File: config.mk
export PLATFORM = sky130hd
export DESIGN_NAME = i2c_master_register_access
export DESIGN_NICKNAME = d
export VERILOG_FILES = /design/src/i2cm_pkg.sv /design/src/i2cm_in_stage.sv /design/src/i2cm_seq.sv /design/src/i2cm_out_stage.sv /design/src/i2c_master_register_access.sv
export VERILOG_INCLUDE_DIRS = /design/src /design/src/src
export SDC_FILE = /design/constraint.sdc
export NUM_CORES = 1
export LEC_CHECK = 0
export BUFFER_PORTS_ARGS = -buffer_cell sky130_fd_sc_hd__buf_4
export CORE_AREA = 10 10 109 111
export DETAILED_ROUTE_END_ITERATION = 10
export DIE_AREA = 0 0 119 121
export PLACE_DENSITY = 0.78
export SLEW_MARGIN = 20
export SYNTH_ARGS = -nofsm -noshare
export SYNTH_HDL_FRONTEND = slang
export SYNTH_SLANG_ARGS = --single-unit
File: constraint.sdc
create_clock -name clk -period 2.5 [get_ports clk]
set_input_delay 0.25 -clock clk [delete_from_list [all_inputs] [get_ports clk]]
set_output_delay 0.25 -clock clk [all_outputs]
set_load 0.01 [all_outputs]
File: src/i2c_master_register_access_defines.svh
// Assertion macros for the RTL of the I2C master, included by i2cm_seq.
`ifndef I2C_MASTER_REGISTER_ACCESS_DEFINES_SVH
`define I2C_MASTER_REGISTER_ACCESS_DEFINES_SVH

`ifndef SYNTHESIS

// Checked at every rising edge of clk, skipped while rst is high.
`define I2CM_ASSERT(lbl, clk, rst, prop, msg) \
  lbl: assert property (@(posedge clk) disable iff (rst) prop) else $error(msg);

// Checked at every rising edge of clk, also during reset.
`define I2CM_ASSERT_ALWAYS(lbl, clk, prop, msg) \
  lbl: assert property (@(posedge clk) prop) else $error(msg);

`else

`define I2CM_ASSERT(lbl, clk, rst, prop, msg)
`define I2CM_ASSERT_ALWAYS(lbl, clk, prop, msg)

`endif

`endif

File: src/i2cm_pkg.sv
package i2cm_pkg;

  // Command codes carried in the cmd field.
  localparam logic [1:0] CMD_TICK  = 2'd0;
  localparam logic [1:0] CMD_WRITE = 2'd1;
  localparam logic [1:0] CMD_READ  = 2'd2;

  localparam logic [7:0] ACK_TIMEOUT_RESET = 8'd250;
  localparam logic [7:0] MSB_MASK          = 8'h80;

  typedef enum logic [4:0] {
    PH_IDLE,
    PH_S3,
    PH_S4,
    PH_RS1,
    PH_RS2,
    PH_RS3,
    PH_RS4,
    PH_TX_LO,
    PH_TX_HI,
    PH_TX_ACK_LO,
    PH_TX_ACK_HI,
    PH_TX_POLL,
    PH_RD_LO,
    PH_RD_HI,
    PH_MACK_LO,
    PH_MACK_HI,
    PH_STOP1,
    PH_STOP2,
    PH_STOP3,
    PH_ESTOP2,
    PH_ESTOP3
  } phase_t;

  // Which byte a transmit phase is sending.
  typedef enum logic [1:0] {
    CTX_AW,
    CTX_MID,
    CTX_AR
  } ctx_t;

  typedef struct packed {
    logic [1:0] cmd;
    logic [6:0] dev_addr;
    logic [7:0] reg_addr;
    logic [7:0] byte_count;
    logic [7:0] wdata;
    logic       sda_in;
  } req_t;

  typedef struct packed {
    logic       scl;
    logic       sda_out;
    logic       sda_drive;
    logic [7:0] rdata;
    logic       rdata_valid;
    logic       wdata_taken;
    logic       done_res;
    logic       error;
    logic       busy_res;
  } rsp_t;

endpackage

File: src/i2cm_in_stage.sv
module i2cm_in_stage (
  input  logic          clk,
  input  logic          rst,
  input  logic          req_valid,
  output logic          req_ready,
  input  i2cm_pkg::req_t req,
  output logic          item_valid,
  output i2cm_pkg::req_t item,
  input  logic          advance
);

  logic           valid_q;
  i2cm_pkg::req_t item_q;

  // A held beat leaves in the same cycle that a new one may enter.
  assign req_ready  = !valid_q || advance;
  assign item_valid = valid_q;
  assign item       = item_q;

  always_ff @(posedge clk) begin
    if (rst) begin
      valid_q <= 1'b0;
    end else if (req_ready) begin
      valid_q <= req_valid;
    end
  end

  always_ff @(posedge clk) begin
    if (req_valid && req_ready) begin
      item_q <= req;
    end
  end

endmodule

File: src/i2cm_seq.sv
`include "i2c_master_register_access_defines.svh"

module i2cm_seq (
  input  logic           clk,
  input  logic           rst,
  input  logic           cfg_valid,
  input  logic [7:0]     cfg_data,
  input  logic           fire,
  input  i2cm_pkg::req_t item,
  output i2cm_pkg::rsp_t result
);

  i2cm_pkg::phase_t phase, phase_next;
  i2cm_pkg::ctx_t   ctx, ctx_next;
  logic [3:0] bit_index, bit_index_next;
  logic [7:0] shift_byte, shift_byte_next;
  logic [7:0] bytes_left, bytes_left_next;
  logic [7:0] ack_wait_count, ack_wait_count_next;
  logic       is_read, is_read_next;
  logic [6:0] slave_address, slave_address_next;
  logic [7:0] register_address, register_address_next;
  logic       scl_level, scl_level_next;
  logic       sda_level, sda_level_next;
  logic       sda_driven, sda_driven_next;
  logic [7:0] ack_timeout;

  logic [3:0] bit_inc;
  logic [7:0] shift_in;
  logic       is_start;
  logic       ack_seen;
  logic       ack_expired;
  logic [7:0] rdata;
  logic       rvalid;
  logic       taken;
  logic       done;
  logic       err;

  assign bit_inc     = bit_index + 4'd1;
  assign shift_in    = {shift_byte[6:0], item.sda_in};
  assign is_start    = (item.cmd == i2cm_pkg::CMD_WRITE) || (item.cmd == i2cm_pkg::CMD_READ);
  assign ack_seen    = !item.sda_in;
  assign ack_expired = ack_wait_count >= ack_timeout;

  // Next phase and byte context.
  always_comb begin
    phase_next = phase;
    ctx_next   = ctx;
    case (phase)
      i2cm_pkg::PH_IDLE: begin
        if (is_start) phase_next = i2cm_pkg::PH_S3;
      end
      i2cm_pkg::PH_S3:  phase_next = i2cm_pkg::PH_S4;
      i2cm_pkg::PH_S4: begin
        phase_next = i2cm_pkg::PH_TX_LO;
        ctx_next   = i2cm_pkg::CTX_AW;
      end
      i2cm_pkg::PH_RS1: phase_next = i2cm_pkg::PH_RS2;
      i2cm_pkg::PH_RS2: phase_next = i2cm_pkg::PH_RS3;
      i2cm_pkg::PH_RS3: phase_next = i2cm_pkg::PH_RS4;
      i2cm_pkg::PH_RS4: begin
        phase_next = i2cm_pkg::PH_TX_LO;
        ctx_next   = i2cm_pkg::CTX_AR;
      end
      i2cm_pkg::PH_TX_LO: phase_next = i2cm_pkg::PH_TX_HI;
      i2cm_pkg::PH_TX_HI: begin
        phase_next = bit_inc[3] ? i2cm_pkg::PH_TX_ACK_LO : i2cm_pkg::PH_TX_LO;
      end
      i2cm_pkg::PH_TX_ACK_LO: phase_next = i2cm_pkg::PH_TX_ACK_HI;
      i2cm_pkg::PH_TX_ACK_HI: phase_next = i2cm_pkg::PH_TX_POLL;
      i2cm_pkg::PH_TX_POLL: begin
        if (ack_seen) begin
          if (ctx == i2cm_pkg::CTX_AW) begin
            phase_next = i2cm_pkg::PH_TX_LO;
            ctx_next   = i2cm_pkg::CTX_MID;
          end else if (ctx == i2cm_pkg::CTX_MID && is_read) begin
            phase_next = i2cm_pkg::PH_RS1;
          end else if (bytes_left == 8'd0) begin
            phase_next = i2cm_pkg::PH_STOP1;
          end else if (ctx == i2cm_pkg::CTX_MID) begin
            phase_next = i2cm_pkg::PH_TX_LO;
          end else begin
            phase_next = i2cm_pkg::PH_RD_LO;
          end
        end else if (ack_expired) begin
          phase_next = i2cm_pkg::PH_ESTOP2;
        end
      end
      i2cm_pkg::PH_RD_LO: phase_next = i2cm_pkg::PH_RD_HI;
      i2cm_pkg::PH_RD_HI: begin
        phase_next = bit_inc[3] ? i2cm_pkg::PH_MACK_LO : i2cm_pkg::PH_RD_LO;
      end
      i2cm_pkg::PH_MACK_LO: phase_next = i2cm_pkg::PH_MACK_HI;
      i2cm_pkg::PH_MACK_HI: begin
        phase_next = (bytes_left == 8'd0) ? i2cm_pkg::PH_STOP1 : i2cm_pkg::PH_RD_LO;
      end
      i2cm_pkg::PH_STOP1:  phase_next = i2cm_pkg::PH_STOP2;
      i2cm_pkg::PH_STOP2:  phase_next = i2cm_pkg::PH_STOP3;
      i2cm_pkg::PH_STOP3:  phase_next = i2cm_pkg::PH_IDLE;
      i2cm_pkg::PH_ESTOP2: phase_next = i2cm_pkg::PH_ESTOP3;
      i2cm_pkg::PH_ESTOP3: phase_next = i2cm_pkg::PH_IDLE;
      default:             phase_next = i2cm_pkg::PH_IDLE;
    endcase
  end

  // Bus levels, shifter, counters and result flags.
  always_comb begin
    bit_index_next        = bit_index;
    shift_byte_next       = shift_byte;
    bytes_left_next       = bytes_left;
    ack_wait_count_next   = ack_wait_count;
    is_read_next          = is_read;
    slave_address_next    = slave_address;
    register_address_next = register_address;
    scl_level_next        = scl_level;
    sda_level_next        = sda_level;
    sda_driven_next       = sda_driven;
    rdata                 = 8'd0;
    rvalid                = 1'b0;
    taken                 = 1'b0;
    done                  = 1'b0;
    err                   = 1'b0;
    case (phase)
      i2cm_pkg::PH_IDLE: begin
        if (is_start) begin
          slave_address_next    = item.dev_addr;
          register_address_next = item.reg_addr;
          bytes_left_next       = item.byte_count;
          is_read_next          = (item.cmd == i2cm_pkg::CMD_READ);
          scl_level_next        = 1'b1;
          sda_level_next        = 1'b1;
          sda_driven_next       = 1'b1;
        end
      end
      i2cm_pkg::PH_S3: begin
        sda_driven_next = 1'b1;
        sda_level_next  = 1'b0;
      end
      i2cm_pkg::PH_S4: begin
        scl_level_next  = 1'b0;
        shift_byte_next = {slave_address, 1'b0};
        bit_index_next  = 4'd0;
      end
      i2cm_pkg::PH_RS1: begin
        scl_level_next  = 1'b0;
        sda_driven_next = 1'b1;
        sda_level_next  = 1'b1;
      end
      i2cm_pkg::PH_RS2: scl_level_next = 1'b1;
      i2cm_pkg::PH_RS3: begin
        sda_driven_next = 1'b1;
        sda_level_next  = 1'b0;
      end
      i2cm_pkg::PH_RS4: begin
        scl_level_next  = 1'b0;
        shift_byte_next = {slave_address, 1'b1};
        bit_index_next  = 4'd0;
      end
      i2cm_pkg::PH_TX_LO: begin
        scl_level_next  = 1'b0;
        sda_driven_next = 1'b1;
        sda_level_next  = (shift_byte & i2cm_pkg::MSB_MASK) != 8'd0;
        shift_byte_next = {shift_byte[6:0], 1'b0};
      end
      i2cm_pkg::PH_TX_HI: begin
        scl_level_next = 1'b1;
        bit_index_next = bit_inc;
      end
      i2cm_pkg::PH_TX_ACK_LO: begin
        scl_level_next  = 1'b0;
        sda_driven_next = 1'b0;
        sda_level_next  = 1'b1;
      end
      i2cm_pkg::PH_TX_ACK_HI: begin
        scl_level_next      = 1'b1;
        ack_wait_count_next = 8'd0;
      end
      i2cm_pkg::PH_TX_POLL: begin
        if (ack_seen) begin
          scl_level_next = 1'b0;
          if (ctx == i2cm_pkg::CTX_AW) begin
            shift_byte_next = register_address;
            bit_index_next  = 4'd0;
          end else if (ctx == i2cm_pkg::CTX_MID && is_read) begin
            // Repeated start follows; nothing to load.
          end else if (bytes_left == 8'd0) begin
            // Last byte acknowledged; go to stop.
          end else if (ctx == i2cm_pkg::CTX_MID) begin
            shift_byte_next = item.wdata;
            bit_index_next  = 4'd0;
            taken           = 1'b1;
            bytes_left_next = bytes_left - 8'd1;
          end else begin
            shift_byte_next = 8'd0;
            bit_index_next  = 4'd0;
          end
        end else if (ack_expired) begin
          scl_level_next  = 1'b0;
          sda_driven_next = 1'b1;
          sda_level_next  = 1'b0;
        end else begin
          ack_wait_count_next = ack_wait_count + 8'd1;
        end
      end
      i2cm_pkg::PH_RD_LO: begin
        if (bit_index != 4'd0) shift_byte_next = shift_in;
        scl_level_next  = 1'b0;
        sda_driven_next = 1'b0;
        sda_level_next  = 1'b1;
      end
      i2cm_pkg::PH_RD_HI: begin
        scl_level_next = 1'b1;
        bit_index_next = bit_inc;
      end
      i2cm_pkg::PH_MACK_LO: begin
        shift_byte_next = shift_in;
        rdata           = shift_in;
        rvalid          = 1'b1;
        scl_level_next  = 1'b0;
        sda_driven_next = 1'b1;
        // The last byte of the burst is answered with a NACK.
        sda_level_next  = bytes_left <= 8'd1;
        if (bytes_left != 8'd0) bytes_left_next = bytes_left - 8'd1;
      end
      i2cm_pkg::PH_MACK_HI: begin
        scl_level_next = 1'b1;
        if (bytes_left != 8'd0) begin
          shift_byte_next = 8'd0;
          bit_index_next  = 4'd0;
        end
      end
      i2cm_pkg::PH_STOP1: begin
        scl_level_next  = 1'b0;
        sda_driven_next = 1'b1;
        sda_level_next  = 1'b0;
      end
      i2cm_pkg::PH_STOP2, i2cm_pkg::PH_ESTOP2: scl_level_next = 1'b1;
      i2cm_pkg::PH_STOP3, i2cm_pkg::PH_ESTOP3: begin
        sda_driven_next = 1'b0;
        sda_level_next  = 1'b1;
        done            = 1'b1;
        err             = (phase == i2cm_pkg::PH_ESTOP3);
      end
      default: begin
      end
    endcase
  end

  always_comb begin
    result.scl         = scl_level_next;
    result.sda_out     = sda_driven_next ? sda_level_next : 1'b1;
    result.sda_drive   = sda_driven_next;
    result.rdata       = rdata;
    result.rdata_valid = rvalid;
    result.wdata_taken = taken;
    result.done_res    = done;
    result.error       = err;
    result.busy_res    = phase_next != i2cm_pkg::PH_IDLE;
  end

  always_ff @(posedge clk) begin
    if (rst) begin
      ack_timeout <= i2cm_pkg::ACK_TIMEOUT_RESET;
    end else if (cfg_valid) begin
      ack_timeout <= cfg_data;
    end
  end

  always_ff @(posedge clk) begin
    if (rst) begin
      phase            <= i2cm_pkg::PH_IDLE;
      ctx              <= i2cm_pkg::CTX_AW;
      bit_index        <= 4'd0;
      shift_byte       <= 8'd0;
      bytes_left       <= 8'd0;
      ack_wait_count   <= 8'd0;
      is_read          <= 1'b0;
      slave_address    <= 7'd0;
      register_address <= 8'd0;
      scl_level        <= 1'b1;
      sda_level        <= 1'b1;
      sda_driven       <= 1'b0;
    end else if (fire) begin
      phase            <= phase_next;
      ctx              <= ctx_next;
      bit_index        <= bit_index_next;
      shift_byte       <= shift_byte_next;
      bytes_left       <= bytes_left_next;
      ack_wait_count   <= ack_wait_count_next;
      is_read          <= is_read_next;
      slave_address    <= slave_address_next;
      register_address <= register_address_next;
      scl_level        <= scl_level_next;
      sda_level        <= sda_level_next;
      sda_driven       <= sda_driven_next;
    end
  end

  `I2CM_ASSERT(a_rvalid_then_mack_hi, clk, rst,
    fire && rvalid |=> phase == i2cm_pkg::PH_MACK_HI,
    "read byte not followed by master ack high phase")
  `I2CM_ASSERT(a_done_then_idle, clk, rst,
    fire && done |=> phase == i2cm_pkg::PH_IDLE,
    "transaction end did not return to idle")
  `I2CM_ASSERT(a_taken_loads_shifter, clk, rst,
    fire && taken |=> phase == i2cm_pkg::PH_TX_LO && ctx == i2cm_pkg::CTX_MID
      && shift_byte == $past(item.wdata),
    "taken write byte not loaded")
  `I2CM_ASSERT(a_bit_index_range, clk, rst, bit_index <= 4'd8, "bit counter ran past eight")

endmodule

File: src/i2cm_out_stage.sv
module i2cm_out_stage (
  input  logic           clk,
  input  logic           rst,
  input  logic           load,
  input  i2cm_pkg::rsp_t result,
  output logic           rsp_valid,
  input  logic           rsp_ready,
  output i2cm_pkg::rsp_t rsp
);

  logic           valid_q;
  i2cm_pkg::rsp_t rsp_q;

  assign rsp_valid = valid_q;
  assign rsp       = rsp_q;

  always_ff @(posedge clk) begin
    if (rst) begin
      valid_q <= 1'b0;
    end else if (load) begin
      valid_q <= 1'b1;
    end else if (rsp_ready) begin
      valid_q <= 1'b0;
    end
  end

  always_ff @(posedge clk) begin
    if (load) begin
      rsp_q <= result;
    end
  end

endmodule

File: src/i2c_master_register_access.sv
// Channel  Dir  Handshake              Beat
// req      in   req_valid/req_ready    one command or tick (i2cm_pkg::req_t)
// rsp      out  rsp_valid/rsp_ready    one bus step result (i2cm_pkg::rsp_t)
// cfg      in   cfg_valid/cfg_ready    ack_timeout value, 8 bits
//
// Every req beat yields exactly one rsp beat: it is held in the input register,
// stepped through the sequencer and registered in the output register. While rsp
// is ready, one beat enters per cycle, so the sustained rate is one beat per cycle.
// Reset is synchronous: the bus idles with SCL high and SDA released, and
// ack_timeout returns to 250. A stalled rsp side holds the result register,
// and the req side stalls only when both registers are full and rsp is stalled.
// cfg_ready is always high; writes take effect on the next cycle.

module i2c_master_register_access (
  input  logic           clk,
  input  logic           rst,
  input  logic           req_valid,
  output logic           req_ready,
  input  i2cm_pkg::req_t req,
  output logic           rsp_valid,
  input  logic           rsp_ready,
  output i2cm_pkg::rsp_t rsp,
  input  logic           cfg_valid,
  output logic           cfg_ready,
  input  logic [7:0]     cfg_data
);

  logic           item_valid;
  i2cm_pkg::req_t item;
  i2cm_pkg::rsp_t result;
  logic           advance;

  // The held beat is stepped through the sequencer when the result register
  // is free or is being emptied in this cycle.
  assign advance   = item_valid && (!rsp_valid || rsp_ready);
  assign cfg_ready = 1'b1;

  i2cm_in_stage u_in_stage (
    .clk        (clk),
    .rst        (rst),
    .req_valid  (req_valid),
    .req_ready  (req_ready),
    .req        (req),
    .item_valid (item_valid),
    .item       (item),
    .advance    (advance)
  );

  i2cm_seq u_seq (
    .clk       (clk),
    .rst       (rst),
    .cfg_valid (cfg_valid),
    .cfg_data  (cfg_data),
    .fire      (advance),
    .item      (item),
    .result    (result)
  );

  i2cm_out_stage u_out_stage (
    .clk       (clk),
    .rst       (rst),
    .load      (advance),
    .result    (result),
    .rsp_valid (rsp_valid),
    .rsp_ready (rsp_ready),
    .rsp       (rsp)
  );

endmodule
==> impl_metrics.tcl, run 1 <==
set metrics [dict create \
    row_count 36 \
    multi_input_area_um2 2450 \
    synth_fp_nets 620 \
    ys_seq_elements 114 \
    synth-edff-count 50 \
    root_buffer "clkbuf_8" \
    num_vias 4716 \
    rr_startpoint "u_seq.ack_wait_count[0]" \
    met3_usage_pct 5.21 \
    clk_latency_ns 0.53 \
    use_met1_pct 23.0 \
    finalNonFillerCells 818 \
    setup_violations 0 \
    cp-endpoint "u_seq.ack_wait_count[7]" \
    overflow 0 \
    reg2reg_slack_ns 0.13 \
    post-synth-top-count-cell "nand2_1" \
    synth_common_cells "nand2_1 (66), dfxtp_1 (64), edfxtp_1 (50), nor2_1 (50), a21oi_1 (44)" \
    grt_pass1_wl_um 23200 \
    endpoint_kind "flip-flop" \
    wl_per_cell_um 17.4 \
    ys.flop_type "dfxtp_1" \
    cts_sinks 114 \
    reg2reg_to "u_seq.ack_wait_count[7]" \
    clkTransAtPathRegs_ns 0.06 \
    drive_above_1_share_pct 21.0 \
    wl_um 14300 \
    max-cap-violations 0 \
    post-cts-setup-buffers 0 \
    detail-route-antenna-nets 0 \
    synth_top_area_cell "edfxtp_1" \
    grt_pass1_vias 4631 \
    crit_required_ns 2.96 \
    skew_ns 0.0121 \
    syn_inst 559 \
    dr.pass1.iters 6 \
    ir_drop_mv 0.843 \
    arrival_ns 2.84 \
    cts_made_buffers 17 \
    startpoint "u_seq.ack_wait_count[0]" \
    p_leak_nw 2.77 \
    placed_area_um2 6110 \
    cp-start-kind "flip-flop" \
    design_area_um2 7120 \
    dpl.cell_count 744 \
    gp_congestion 0.901 \
    antenna_found_initial 0 \
    max-slew-margin-rel_pct 55.8 \
    p_total_mw 4.95 \
    hold_class "input pin to flip-flop" \
    fillers 672 \
    finalCriticalPeriod_ns 2.37 \
    drv_slew 0 \
    synth_seq_area_share_pct 50.9 \
    ys_warn_count 0 \
    die_w_um 119 \
    grt_usage_pct 19.8 \
    cts_buffer_depth 2 \
    drc 0 \
    crit_fanout 14 \
    antenna_cells 0 \
    rr_worst_depth 8 \
    setup_slack_ns 0.126 \
    critPathMaxStageDelay_ns 0.52 \
    fin_nets 733 \
    die_h_um 121 \
    ios 66 \
    htree_levels 4 \
    cp_cell_sequence "inv_1, ha_1, nand2b_1, a2111oi_2, o2111a_1, a21oi_4, or4_1, a21oi_1" \
    vias_per_cell 5.77 \
    dr.first_iter.drc_count 358 \
    finalHoldViolations 0 \
    yosysTopAreaCellShare_pct 27.5 \
    syn_area_per_cell_um2 9.78 \
    layout.area.seq_um2 2780 \
    rsz0062_at_grt "no" \
    slowest_stage "or4_1" \
    fin_crit_sh_pct 95.0 \
    fmax_mhz 421 \
    dieArea_um2 14400 \
    worstSetupPathType "flip-flop to flip-flop" \
    status "complete, no violations" \
    grt_start_max_net_pins 52 \
    hpwl_um 8980 \
    syn_to_final_growth_pct 30.3 \
    use_met2_pct 33.9 \
    cts_tree "done" \
    start_util_pct 56.7 \
    worst_slew_pin_slew_ns 0.661 \
    io_buffers 64 \
    ys_async_sr_fraction_pct 0 \
    core_area_um2 9640 \
    top_usage_layer "met2" \
    synth_area_leaders "edfxtp_1 (27%), dfxtp_1 (23%), nand2_1 (4.5%), a21oi_1 (4.0%), nor2_1 (3.4%)" \
    pre_cts_ws_ns -0.0475 \
    synth_cell_type_count 69 \
    mappedNetlistArea_um2 5470 \
    p_per_area_nw_per_um2 696 \
]
[kinds of logic after synthesis]
logic type,after synthesis,synth area share [%]
fa+ha+maj,14,3.21
mux,12,2.40
buf+inv,56,4.58
xor+xnor,4,0.641
simple gates,207,19.1
other cells,1,0.0686
flops,114,50.9
compound gates,151,19.1
[area by class of cell]
type                            count  area share [%]
Clock buffer                       18            6.01
Clock inverter                     14            1.99
Inverter                           22            1.16
Multi-Input combinational cell    389            34.4
Sequential cell                   114            39.1
Tap cell                          133            2.34
Timing Repair Buffer              128            15.0
[flip-flops by register name (all words and copies together) (netlist names)]
register / flops
u_seq.bit_index: 4
u_seq.scl_level: 1
u_seq.bytes_left: 8
u_seq.sda_driven: 1
u_seq.register_address: 8
u_seq.is_read: 1
u_seq.slave_address: 7
u_seq.ack_timeout: 8
u_seq.ctx: 2
u_out_stage.rsp: 16
u_out_stage.rsp_valid: 1
u_seq.sda_level: 1
u_seq.phase: 5
u_in_stage.item_valid: 1
u_seq.ack_wait_count: 8
u_seq.shift_byte: 8
u_in_stage.item: 34
[report_power, final]
group	switching, mW	internal, mW	leakage [nW]
registers	0.0499	2.03	1.00
logic	0.299	0.255	1.49
clock network	0.942	1.37	0.280
total	1.29	3.66	2.77
[how the worst min path moves through the flow]
| stage | from | end | slack, ns | depth (start not counted) |
|---|---|---|---|---|
| floorplan | req[0] | u_in_stage.item[0] | 0.35 | 0 |
| global placement | req[26] | u_in_stage.item[26] | 0.43 | 1 |
| detailed placement | req[13] | u_in_stage.item[13] | 0.43 | 1 |
| CTS | cfg_data[0] | u_seq.ack_timeout[0] | 0.006 | 3 |
| global route | cfg_data[0] | u_seq.ack_timeout[0] | 0.02 | 3 |
| finish | cfg_data[0] | u_seq.ack_timeout[0] | 0.02 | 3 |
[worst max-delay path, delay by kind of cell, from the launching register on]
family	cells	cell delay [ns]
adders and majority gates	1	0.25
buffers and inverters	1	0.06
DFF	1	0.34
AOI/OAI and AO/OA	4	0.98
and+or+nand+nor	2	0.67
[layer usage]
metal | vias to the layer above | part of all wire (%)
met2 | 186 | 50
met4 | 0 | 2.1
met1 | 2219 | 41
met5 | - | 0
met3 | 25 | 6.6
li1 | 2286 | -
[metrics by stage]
stage	hold slack, ns	setup TNS [ns]	util, %
floorplan	0.349	0	-
global placement	0.428	0	63.4
detailed placement	0.429	-0.0695	63.4
CTS	0.00586	0	73.7
global route	0.0246	0	73.9
finish	0.0151	0	73.9
[placed cells by master (no fill, tap or decap), types with 18 or more instances in the layout]
| master | synthesis | final |
|---|---|---|
| buf_4 | 3 | 86 |
| nand2_1 | 66 | 66 |
| dfxtp_1 | 64 | 63 |
| nor2_1 | 50 | 50 |
| edfxtp_1 | 50 | 50 |
| a21oi_1 | 44 | 44 |
| dlygate4sd3_1 | 0 | 42 |
| inv_1 | 21 | 21 |
| o21ai_0 | 21 | 21 |
| nand3_1 | 18 | 18 |
[what timing repair did]
item / in CTS / in global routing
hold buffers: 42 / 0
endpoints found under the hold margin: 42 / 0
resized for setup: 1 / 4
setup endpoints to repair: 2 / 8
pin swaps: 0 / 1
No activity file was read; power rests on OpenSTA's default activity.
==> inputs of run 2 (changes only) <==
--- a/config.mk
+++ b/config.mk
@@ -6,7 +6,7 @@
 export SDC_FILE = /design/constraint.sdc
 export NUM_CORES = 1
 export LEC_CHECK = 0
-export BUFFER_PORTS_ARGS = -buffer_cell sky130_fd_sc_hd__buf_4
+export BUFFER_PORTS_ARGS = -buffer_cell sky130_fd_sc_hd__buf_2
 export CORE_AREA = 10 10 109 111
 export DETAILED_ROUTE_END_ITERATION = 10
 export DIE_AREA = 0 0 119 121
==> run 2 against run 1 <==
Total power is 1.1% higher. Utilization is 1.1 points lower. Design area is 1.5% lower. Highest routed layer unchanged. Clock skew is 0.0050 ns lower. Worst setup slack better by 0.0030 ns. Non-clock buffer count is 1 higher. Die area stayed put. Clock power is 3% higher. Worst hold slack better by 0.093 ns. Sequential share of layout area is 0.62 points higher. Cell count is 0.12% higher.
==> impl_metrics.tcl, run 2 (synthesized netlist as in run 1, its figures left out) <==
set metrics [dict create \
    cp-start-kind "flip-flop" \
    worst_slew_pin_slew_ns 0.583 \
    use_met2_pct 35.3 \
    fmax_mhz 422 \
    antenna_cells 0 \
    rsz0062_at_grt "no" \
    dr.first_iter.drc_count 525 \
    dpl.cell_count 743 \
    status "complete, no violations" \
    p_clk_share_pct 47.6 \
    seqPwrFrac_pct 41.7 \
    hpwl_um 9100 \
    finalHoldViolations 0 \
    grt_start_max_net_pins 35 \
    p_total_mw 5.01 \
    p_per_area_nw_per_um2 714 \
    cts_made_buffers 17 \
    antenna_found_initial 0 \
    layout_common_cells "nand2_1 (66), buf_2 (64), dfxtp_1 (62)" \
    top_usage_layer "met2" \
    cts_buffer_depth 2 \
    max-slew-margin-rel_pct 61.1 \
    root_buffer "clkbuf_8" \
    clk_latency_ns 0.52 \
    finalSetupTns_ns 0 \
    cts_tree "done" \
    hold_slack_ns 0.108 \
    skew_ns 0.00712 \
    cts_sinks 114 \
    grt_usage_pct 20.3 \
    finalNonFillerCells 819 \
    drv_slew 0 \
    overflow 0 \
    fin_nets 734 \
    num_vias 4750 \
    worstSetupPathType "flip-flop to flip-flop" \
    max-cap-violations 0 \
    p_leak_nw 2.73 \
    hold_class "input pin to flip-flop" \
    drive_above_1_share_pct 21.0 \
    p_switching_mw 1.29 \
    htree_levels 4 \
    setup_violations 0 \
    drc 0 \
    swShare_pct 25.9 \
    endpoint_kind "flip-flop" \
    layout_commonest_cell "nand2_1" \
    hold_path_depth 4 \
    io_buffers 64 \
    placed_area_um2 5950 \
    row_count 36 \
    dr.pass1.iters 7 \
    arrival_ns 2.61 \
    wl_um 14400 \
    die_h_um 121 \
    largest_reg_flops 34 \
    grt_pass1_vias 4769 \
    crit_required_ns 2.74 \
    power_frac_comb_pct 10.7 \
    finalCriticalPeriod_ns 2.37 \
    wl_per_cell_um 17.6 \
    ir_drop_mv 0.578 \
    setup_slack_ns 0.129 \
    fin_crit_sh_pct 94.9 \
    start_util_pct 56.7 \
    clkTransAtPathRegs_ns 0.06 \
    grt_pass1_wl_um 23800 \
    core_area_um2 9640 \
    vias_per_cell 5.80 \
    pre_cts_ws_ns 0.0454 \
    gp_congestion 0.915 \
    dieArea_um2 14400 \
    rr_worst_depth 9 \
    internal-power_mw 3.71 \
    design_area_um2 7010 \
    die_w_um 119 \
    use_met1_pct 22.6 \
    postLayoutCoreUtil_pct 72.7 \
    ios 66 \
    detail-route-antenna-nets 0 \
    syn_to_final_growth_pct 28.3 \
    crit_fanout 5 \
    met3_usage_pct 6.24 \
]
-- run 2: changes by cell type in the layout (fill, tap and decap cells not counted), sizes merged --
| cell | delta |
|---|---|
| bufinv | +1 |
| clkinv | +2 |
| clkbuf | -1 |
| inv | -2 |
| dlygate4sd3 | +1 |
-- run 2: timing repair --
item	in CTS	in global routing
pin swaps	0	2
buffers inserted	0	1
resized for setup	1	5
hold endpoints to repair	43	0
setup endpoints to repair	4	10
hold buffers	43	0
-- run 2: power by group through the flow --
stage / sequential (mW) / clock, mW / combinational, mW
6_report: 2.09 / 2.38 / 0.537
5_1_grt: 2.09 / 2.49 / 0.594
4_1_cts: 2.08 / 2.40 / 0.518
3_5_place_dp: 2.12 / 0 / 0.459
3_3_place_gp: 2.12 / 0 / 0.447
2_1_floorplan: 2.11 / 0 / 0.318
-- run 2: final timing paths --
kind / start / to / slack (ns)
worst max-delay path: u_seq.bytes_left[1] / u_out_stage.rsp[0] / 0.13
worst min-delay path: rsp_ready / u_in_stage.item_valid / 0.11
worst max register to register: u_seq.bytes_left[1] / u_out_stage.rsp[0] / 0.13
worst min register to register: u_seq.register_address[2] / u_seq.register_address[2] / 0.46
-- run 2: metal layers --
layer  vias up  wire, um  share of wire (%)
li1       2291         -                  -
met1      2256      5680                 40
met3        32       987                6.9
met2       171      7360                 51
met4         0       348                2.4
met5         -         0                  0
-- run 2: cell type report --
class                      count  area (um^2)
sequential                   114         2790
fill                         725         2630
multi-input combinational    389         2450
timing repair buffer         129          941
clock buffer                  17          414
clock inverter                15          171
tap                          133          166
inverter                      22         82.6
-- run 2: worst max-delay path, cell delays in order (launching register included) --
cell and delay [ns]:
dfxtp_1 0.33, inv_1 0.12, ha_1 0.24, nor3b_1 0.30
buf_4 0.19, a21oi_1 0.06, o21ai_0 0.27, o221ai_1 0.18
a21oi_1 0.23, nand4_1 0.15
==> inputs of run 3 (changes only) <==
--- a/config.mk
+++ b/config.mk
@@ -7,10 +7,9 @@
 export NUM_CORES = 1
 export LEC_CHECK = 0
 export BUFFER_PORTS_ARGS = -buffer_cell sky130_fd_sc_hd__buf_2
-export CORE_AREA = 10 10 109 111
+export CORE_AREA = 10 10 122 124
 export DETAILED_ROUTE_END_ITERATION = 10
-export DIE_AREA = 0 0 119 121
-export PLACE_DENSITY = 0.78
+export DIE_AREA = 0 0 132 134
 export SLEW_MARGIN = 20
 export SYNTH_ARGS = -nofsm -noshare
 export SYNTH_HDL_FRONTEND = slang
==> run 3 against run 2 <==
Die area rose by 23%. Global-route usage fell by 4.6 points. Sequential power barely moved. Count of clock-buffer cells in the layout rose by 4. Utilization fell by 16 points. Critical endpoint is now u_seq.ack_wait_count[7].
==> impl_metrics.tcl, run 3 (synthesized netlist as in run 1, its figures left out) <==
set metrics [dict create \
    start_util_pct 43.8 \
    crit_fanout 14 \
    grt_start_max_net_pins 52 \
    finalNonFillerCells 855 \
    drc 0 \
    cp-start-kind "flip-flop" \
    cts_sinks 114 \
    cts_made_buffers 17 \
    htree_levels 4 \
    top_layer "met4" \
    placed_area_um2 6040 \
    dieArea_um2 17700 \
    cts_buffer_depth 2 \
    skew_ns 0.0161 \
    ir_drop_mv 0.526 \
    hpwl_um 9210 \
    antenna_found_initial 0 \
    worst_slew_pin_slew_ns 0.571 \
    ios 66 \
    finalCriticalPeriod_ns 2.39 \
    max-slew-margin-rel_pct 61.9 \
    crit_required_ns 2.85 \
    fmax_mhz 418 \
    detail-route-antenna-nets 0 \
    row_count 41 \
    finalHoldViolations 0 \
    fin_nets 731 \
    cts_tree "done" \
    design_area_um2 7030 \
    vias_per_cell 5.38 \
    setup_slack_ns 0.110 \
    grt_pass1_vias 4618 \
    io_buffers 64 \
    p_leak_nw 2.74 \
    drt-met1-wl_um 6140 \
    setup_violations 0 \
    wl_met3_um 713 \
    endpoint_kind "flip-flop" \
    antenna_cells 0 \
    arrival_ns 2.74 \
    wl_met2_um 6680 \
    largest_reg_flops 34 \
    syn_to_final_growth_pct 28.6 \
    finalSetupTns_ns 0 \
    overflow 0 \
    wl_um 13700 \
    worstSetupPathType "flip-flop to flip-flop" \
    status "complete, no violations" \
    pre_cts_ws_ns 0.0278 \
    grt_pass1_wl_um 22800 \
    layout_common_cells "nand2_1 (66), buf_2 (64), dfxtp_1 (64)" \
    die_w_um 132 \
    wl_per_cell_um 16.0 \
    die_h_um 134 \
    hold_class "input pin to flip-flop" \
    p_total_mw 5.11 \
    max-cap-violations 0 \
    clk_latency_ns 0.42 \
    dr.first_iter.drc_count 348 \
    num_vias 4603 \
    dr.pass1.iters 5 \
    dpl.cell_count 787 \
    layout_commonest_cell "nand2_1" \
    root_buffer "clkbuf_16" \
    clkTransAtPathRegs_ns 0.05 \
    drive_above_1_share_pct 21.7 \
    fin_crit_sh_pct 95.6 \
    p_per_area_nw_per_um2 726 \
    gp_congestion 0.893 \
    core_area_um2 12500 \
    drv_slew 0 \
    grt_usage_pct 15.7 \
]
[run 3: path summary, 6_finish.rpt]
kind                             startpoint                         to  cells after the start  slack (ns)
hold / removal                       req[3]         u_in_stage.item[3]                      1        0.02
setup reg to reg    u_seq.ack_wait_count[0]    u_seq.ack_wait_count[7]                      8        0.11
hold reg to reg   u_seq.register_address[5]  u_seq.register_address[5]                      2        0.45
setup / recovery    u_seq.ack_wait_count[0]    u_seq.ack_wait_count[7]                      8        0.11
[run 3: routing by layer]
metal | up-vias | global-route usage (%)
met1 | 2181 | 19.8
met4 | 0 | 4.94
met2 | 121 | 25.1
met3 | 17 | 5.04
li1 | 2284 | -
met5 | - | 0
[run 3: repair_timing]
item	in CTS	in global routing
setup buffers	0	3
gates resized for setup	0	5
endpoints found under the setup margin	0	13
hold endpoints to repair	32	1
hold buffers	32	1
[run 3: cell type report]
class	instances	area, um^2
well taps	172	215
clock inverters	11	151
repair buffers	126	881
multi-input cells	389	2460
inverters	22	82.6
flip-flops and latches	114	2780
fillers	1090	5440
clock buffers	21	462
[run 3: power by group]
part           total, mW  leakage (nW)  switching, mW  internal (mW)
clock network       2.50         0.297          0.869           1.63
logic              0.524          1.44          0.294          0.230
registers           2.08          1.00         0.0475           2.03
total               5.11          2.74           1.21           3.90
[run 3: per-stage QoR]
stage                     hold WS [ns]  utilization [%]
after floorplan                  0.349                -
after global placement           0.427             48.5
final                           0.0177             56.4
after global routing           0.00271             56.4
after detailed placement         0.428             48.5
after CTS                     0.000162             55.9
[run 3: worst max-delay path, stage by stage (launching register included)]
cell	delay, ns
dfxtp_1	0.32
inv_1	0.06
ha_1	0.28
nand2b_1	0.16
a2111oi_2	0.39
o2111a_1	0.32
a21oi_4	0.13
or4_1	0.52
a21oi_1	0.14
